[src/rtl/spq_pkg.sv]
// Package with the shared types, constants and codes of the stable priority queue.
`default_nettype none

package spq_pkg;

    localparam int DEPTH         = 16;
    localparam int ID_BITS       = 8;
    localparam int PRIORITY_BITS = 8;
    localparam int OCC_BITS      = $clog2(DEPTH + 1);

    typedef enum logic [1:0] {
        OP_INSERT = 2'd0,
        OP_REMOVE = 2'd1,
        OP_UPDATE = 2'd2,
        OP_ISSUE  = 2'd3
    } op_t;

    typedef enum logic [1:0] {
        ST_OK        = 2'd0,
        ST_NOT_FOUND = 2'd1,
        ST_EMPTY     = 2'd2,
        ST_FULL      = 2'd3
    } status_t;

    typedef enum logic [1:0] {
        CELL_HOLD,
        CELL_INSERT,
        CELL_REMOVE,
        CELL_POP
    } cell_mode_t;

    typedef enum logic {
        CTL_IDLE,
        CTL_REINSERT
    } ctl_state_t;

    typedef struct packed {
        logic [1:0]               operation;
        logic [ID_BITS-1:0]       entry_id;
        logic [PRIORITY_BITS-1:0] priority_req;
    } in_item_t;

    typedef struct packed {
        logic [1:0]               status;
        logic [ID_BITS-1:0]       issued_id;
        logic [PRIORITY_BITS-1:0] issued_priority;
        logic [OCC_BITS-1:0]      occupancy;
    } out_item_t;

    typedef struct packed {
        logic [ID_BITS-1:0]       id;
        logic [PRIORITY_BITS-1:0] prio;
    } entry_t;

    typedef struct packed {
        logic   valid;
        entry_t entry;
    } slot_t;

endpackage

`default_nettype wire

[src/rtl/spq_cell.sv]
// One cell of the sorted chain: holds one entry and trades it with its neighbors.
`default_nettype none

module spq_cell (
    input  wire logic                aclk,
    input  wire logic                aresetn,
    input  wire spq_pkg::cell_mode_t mode,
    input  wire spq_pkg::entry_t     key,
    input  wire spq_pkg::slot_t      left_slot,
    input  wire logic                left_gt,
    input  wire spq_pkg::slot_t      right_slot,
    input  wire logic                hit_in,
    output spq_pkg::slot_t           slot,
    output logic                     gt,
    output logic                     hit_out
);
    import spq_pkg::*;

    logic   valid_reg;
    logic   valid_next;
    entry_t entry_reg;
    entry_t entry_next;
    logic   match;
    logic   take;

    assign slot    = '{valid: valid_reg, entry: entry_reg};
    assign gt      = valid_reg && (entry_reg.prio > key.prio);
    assign match   = valid_reg && (entry_reg.id == key.id);
    assign hit_out = hit_in || match;
    assign take    = hit_in || match || (mode == CELL_POP);

    always_comb begin
        valid_next = valid_reg;
        entry_next = entry_reg;
        unique case (mode)
            CELL_HOLD: begin
            end
            CELL_INSERT: begin
                // Entries behind the insertion point move one cell toward the tail.
                if (left_gt) begin
                    valid_next = left_slot.valid;
                    entry_next = left_slot.entry;
                end else if ((gt || !valid_reg) && left_slot.valid) begin
                    valid_next = 1'b1;
                    entry_next = key;
                end
            end
            CELL_REMOVE, CELL_POP: begin
                if (take) begin
                    valid_next = right_slot.valid;
                    entry_next = right_slot.entry;
                end
            end
            default: begin
            end
        endcase
    end

    always_ff @(posedge aclk) begin
        if (!aresetn) begin
            valid_reg <= 1'b0;
        end else begin
            valid_reg <= valid_next;
        end
        entry_reg <= entry_next;
    end

endmodule

`default_nettype wire

[src/rtl/stable_priority_queue_unit.sv]
// Top level of the stable priority queue: control, result register and the cell chain.
//
//   channel  direction  payload      handshake
//   s_       in         in_item_t    s_valid / s_ready
//   m_       out        out_item_t   m_valid / m_ready
//
// Insert, remove and issue act on the chain directly: every cell compares against the key in
// parallel and shifts by one place toward or away from the head.
// Update is a remove pass through the chain followed by an insert pass.
// The result is registered; a new item is accepted while no update is in its insert pass
// and the result register is free or being emptied in the same cycle.
// Reset empties the queue at once; no clearing pass is needed.
`default_nettype none

module stable_priority_queue_unit (
    input  wire logic              aclk,
    input  wire logic              aresetn,
    input  wire logic              s_valid,
    output logic                   s_ready,
    input  wire spq_pkg::in_item_t s_data,
    output logic                   m_valid,
    input  wire logic              m_ready,
    output spq_pkg::out_item_t     m_data
);
    import spq_pkg::*;

    ctl_state_t          state_reg;
    ctl_state_t          state_next;
    logic [OCC_BITS-1:0] count_reg;
    logic [OCC_BITS-1:0] count_next;
    entry_t              pend_reg;
    entry_t              pend_next;
    logic                m_valid_reg;
    logic                m_valid_next;
    out_item_t           m_data_reg;
    out_item_t           m_data_next;

    cell_mode_t          cell_mode;
    entry_t              cell_key;
    logic                accept;
    logic                found;
    logic                res_load;
    out_item_t           res;

    slot_t               slots [DEPTH];
    logic                gts   [DEPTH];
    logic                hits  [DEPTH];

    assign s_ready = (state_reg == CTL_IDLE) && (!m_valid_reg || m_ready);
    assign accept  = s_valid && s_ready;
    assign m_valid = m_valid_reg;
    assign m_data  = m_data_reg;
    assign found   = hits[DEPTH-1];

    genvar g;
    generate
        for (g = 0; g < DEPTH; g++) begin : g_cell
            slot_t left_s;
            slot_t right_s;
            logic  left_g;
            logic  hit_i;
            if (g == 0) begin : g_head
                assign left_s = '{valid: 1'b1, entry: '0};
                assign left_g = 1'b0;
                assign hit_i  = 1'b0;
            end else begin : g_body
                assign left_s = slots[g-1];
                assign left_g = gts[g-1];
                assign hit_i  = hits[g-1];
            end
            if (g == DEPTH - 1) begin : g_tail
                assign right_s = '{valid: 1'b0, entry: '0};
            end else begin : g_inner
                assign right_s = slots[g+1];
            end
            spq_cell u_cell (
                .aclk       (aclk),
                .aresetn    (aresetn),
                .mode       (cell_mode),
                .key        (cell_key),
                .left_slot  (left_s),
                .left_gt    (left_g),
                .right_slot (right_s),
                .hit_in     (hit_i),
                .slot       (slots[g]),
                .gt         (gts[g]),
                .hit_out    (hits[g])
            );
        end
    endgenerate

    always_comb begin
        if (state_reg == CTL_REINSERT) begin
            cell_key = pend_reg;
        end else begin
            cell_key = '{id: s_data.entry_id, prio: s_data.priority_req};
        end
    end

    always_comb begin
        state_next = state_reg;
        count_next = count_reg;
        pend_next  = pend_reg;
        res_load   = 1'b0;
        res        = '0;
        cell_mode  = CELL_HOLD;
        unique case (state_reg)
            CTL_IDLE: begin
                if (accept) begin
                    unique case (op_t'(s_data.operation))
                        OP_INSERT: begin
                            res_load = 1'b1;
                            if (count_reg == OCC_BITS'(DEPTH)) begin
                                res.status = ST_FULL;
                            end else begin
                                cell_mode  = CELL_INSERT;
                                count_next = count_reg + 1'b1;
                                res.status = ST_OK;
                            end
                        end
                        OP_REMOVE: begin
                            res_load = 1'b1;
                            if (found) begin
                                cell_mode  = CELL_REMOVE;
                                count_next = count_reg - 1'b1;
                                res.status = ST_OK;
                            end else begin
                                res.status = ST_NOT_FOUND;
                            end
                        end
                        OP_UPDATE: begin
                            if (found) begin
                                cell_mode  = CELL_REMOVE;
                                count_next = count_reg - 1'b1;
                                pend_next  = cell_key;
                                state_next = CTL_REINSERT;
                            end else begin
                                res_load   = 1'b1;
                                res.status = ST_NOT_FOUND;
                            end
                        end
                        OP_ISSUE: begin
                            res_load = 1'b1;
                            if (count_reg == '0) begin
                                res.status = ST_EMPTY;
                            end else begin
                                cell_mode           = CELL_POP;
                                count_next          = count_reg - 1'b1;
                                res.status          = ST_OK;
                                res.issued_id       = slots[0].entry.id;
                                res.issued_priority = slots[0].entry.prio;
                            end
                        end
                        default: begin
                        end
                    endcase
                end
            end
            CTL_REINSERT: begin
                cell_mode  = CELL_INSERT;
                count_next = count_reg + 1'b1;
                res_load   = 1'b1;
                res.status = ST_OK;
                state_next = CTL_IDLE;
            end
            default: begin
                state_next = CTL_IDLE;
            end
        endcase
        res.occupancy = count_next;

        m_data_next = m_data_reg;
        if (res_load) begin
            m_valid_next = 1'b1;
            m_data_next  = res;
        end else if (m_ready) begin
            m_valid_next = 1'b0;
        end else begin
            m_valid_next = m_valid_reg;
        end
    end

    always_ff @(posedge aclk) begin
        if (!aresetn) begin
            state_reg   <= CTL_IDLE;
            count_reg   <= '0;
            m_valid_reg <= 1'b0;
        end else begin
            state_reg   <= state_next;
            count_reg   <= count_next;
            m_valid_reg <= m_valid_next;
        end
        pend_reg   <= pend_next;
        m_data_reg <= m_data_next;
    end

endmodule

`default_nettype wire

[config.mk]
export PLATFORM = sky130hd
export DESIGN_NAME = stable_priority_queue_unit
export DESIGN_NICKNAME = d
export VERILOG_FILES = /design/src/rtl/spq_pkg.sv /design/src/rtl/spq_cell.sv /design/src/rtl/stable_priority_queue_unit.sv
export SDC_FILE = /design/constraint.sdc
export NUM_CORES = 1
export LEC_CHECK = 0
export ABC_CLOCK_PERIOD_IN_PS = 13430
export BUFFER_PORTS_ARGS = -buffer_cell sky130_fd_sc_hd__buf_2
export CORE_UTILIZATION = 50
export CTS_CLUSTER_DIAMETER = 120
export CTS_CLUSTER_SIZE = 8
export DETAILED_ROUTE_END_ITERATION = 10
export PLACE_DENSITY = 0.77
export SLEW_MARGIN = 10
export SYNTH_ARGS = -nofsm -noshare
export SYNTH_HDL_FRONTEND = slang
export SYNTH_HIERARCHICAL = 1
export SYNTH_SLANG_ARGS = --single-unit
[constraint.sdc]
create_clock -name aclk -period 13.43 [get_ports aclk]
set_input_delay 2.0145 -clock aclk [delete_from_list [all_inputs] [get_ports aclk]]
set_output_delay 2.0145 -clock aclk [all_outputs]
set_load 0.05 [all_outputs]
==> results.ini <==
[outcome]
outcome = finished, final reports clean

[final_layout]
largest_register_ffs = 256
drive_gt1_frac = 0.109
antenna_cells = 0
area_growth_pct = 10.0
nets = 2411

[timing]
rsz0062_at_grt = no
fin_crit_sh = 0.707
hold_viol = 0
setup_violations = 0
post-route-min-period_ps = 9490
tns_ps = 0
relSlewSlack = 0.318
whs_ps = 550
fmax_mhz = 105
tightest_slew_ps = 1020
slew_violations = 0
fin_worst_skew_ps = 23.6

[synth]
syn-instance-count = 2201
avgSynthCellArea_um2 = 10.0
syn-cell-area_mm2 = 0.0221
synth_warnings = 6

[power]
max-vdd-ir-drop_mv = 0.0919
p_leak_nw = 8.80
power_per_cell_area_mw_per_mm2 = 111

[critical_path]
critPathKind = in -> reg
rr_startpoint = state_reg$_SDFF_PP0_
cp.arrival_ps = 9790
cp_slowest_cell = mux2_2
crit_start = s_data[13]
setup.worst_path.start_class = input pin
crit_required_ps = 13730
cp_common_cell = a21o_2
critPathCaptureType = flop
regToRegSetupSlack_ps = 4310
cp_max_fo = 205
crit_path_max_incr_delay_ps = 710

[routing]
drcViolationCount = 0
first_pass_iters = 7
detail-route-antenna-nets = 0
routed_wl_um = 55600
via_per_inst = 5.93
vias = 17000
wl_per_cell_um = 19.4
drt_iter0_drc = 1537

[clock_tree]
cts_setup_buffers = 0
cts-resized-gates = 0
cts.htree.levels = 2
clk_pin_slew_ps = 50
cts_buffers = 45
clockRootBuffer = clkbuf_16
cts_hold_buf = 0
clockBufferDepth = 3
clock-sinks = 318
clkLatencyLatePin_ps = 550
tritoncts = done

[flow_run]
maxCapViolations = 0

[floorplan]
core-area_mm2 = 0.0434
initial_utilization = 0.509
die-width_um = 212
io_pins = 47
rows = 76
die_h_um = 212
fp.dieArea_mm2 = 0.0450

[grt]
grt_pass1_vias = 17100
grtUsageTotal = 0.247
grt_first_pass_wirelength_um = 89100
grt_overflow = 0
antenna_found_initial = 1
grt_max_degree = 267

[place]
hpwl_um = 38000
portBuffers = 46
globalplace.congestion = 0.894

[min_path]
hold_start = g_cell[15].u_cell/valid_reg$_SDFFE_PN0P_
worst_hold_path_type = reg -> reg

## per-layer routing
layer,vias to the layer above,routed length (um),GRT usage
met1,8315,23700,0.323
li1,8047,-,-
met5,-,0,0
met4,0,1280,0.0740
met3,116,3330,0.0340
met2,554,27300,0.425
## worst max-delay path: cells and delay by family
kind / cells / cell delay, ps
xor+xnor: 1 / 150
compound gates: 13 / 2490
buf+inv: 4 / 1220
simple gates: 11 / 3060
mux: 1 / 710
## placed cells by master (no fill, tap or decap), types with 17 or more instances in the layout
master / instances
a211oi_1: 18
a21o_1: 32
a21oi_1: 43
and3_1: 17
buf_2: 46
buf_4: 48
clkbuf_1: 30
clkbuf_16: 47
conb_1: 38
dfxtp_1: 23
edfxtp_1: 295
ha_1: 133
inv_1: 154
mux2i_1: 272
nand2_1: 332
nand3_1: 24
nand4_1: 32
nor2_1: 50
nor2b_1: 33
o211ai_1: 19
o21ai_0: 282
xnor2_1: 50
xor2_1: 34
## final timing paths
kind	cells after the start	endpoint
worst max-delay path	30	g_cell[8].u_cell/slot[2]$_DFFE_PP_
worst min-delay path	2	g_cell[15].u_cell/valid_reg$_SDFFE_PN0P_
worst max register to register	29	g_cell[8].u_cell/slot[2]$_DFFE_PP_
worst min register to register	2	g_cell[15].u_cell/valid_reg$_SDFFE_PN0P_
## layout make-up
class | count | area, um2
timing repair buffer | 95 | 611
clock inverter | 1 | 8.76
inverter | 187 | 709
tap | 585 | 732
clock buffer | 78 | 1300
fill | 3664 | 19100
sequential | 318 | 9320
multi-input combinational | 1609 | 11600
## power by group
part | switching, mW | internal [mW] | total (mW)
registers | 0.0392 | 1.15 | 1.19
logic | 0.284 | 0.155 | 0.439
clock network | 0.431 | 0.650 | 1.08
## per-stage QoR
| stage | instance area, um2 | instances | power, mW | utilization | setup slack, ps |
|---|---|---|---|---|---|
| after detailed placement | 23000 | 2794 | 1.64 | 0.530 | 3520 |
| after global routing | 24300 | 2873 | 2.81 | 0.560 | 3420 |
| after CTS | 24300 | 2873 | 2.71 | 0.560 | 4060 |
| final | 24300 | 2873 | 2.71 | 0.560 | 3940 |
| after floorplan | 22200 | 2237 | 1.52 | - | 5010 |
| after global placement | 23000 | 2794 | 1.61 | 0.530 | 3580 |
No activity file was read; power rests on OpenSTA's default activity.
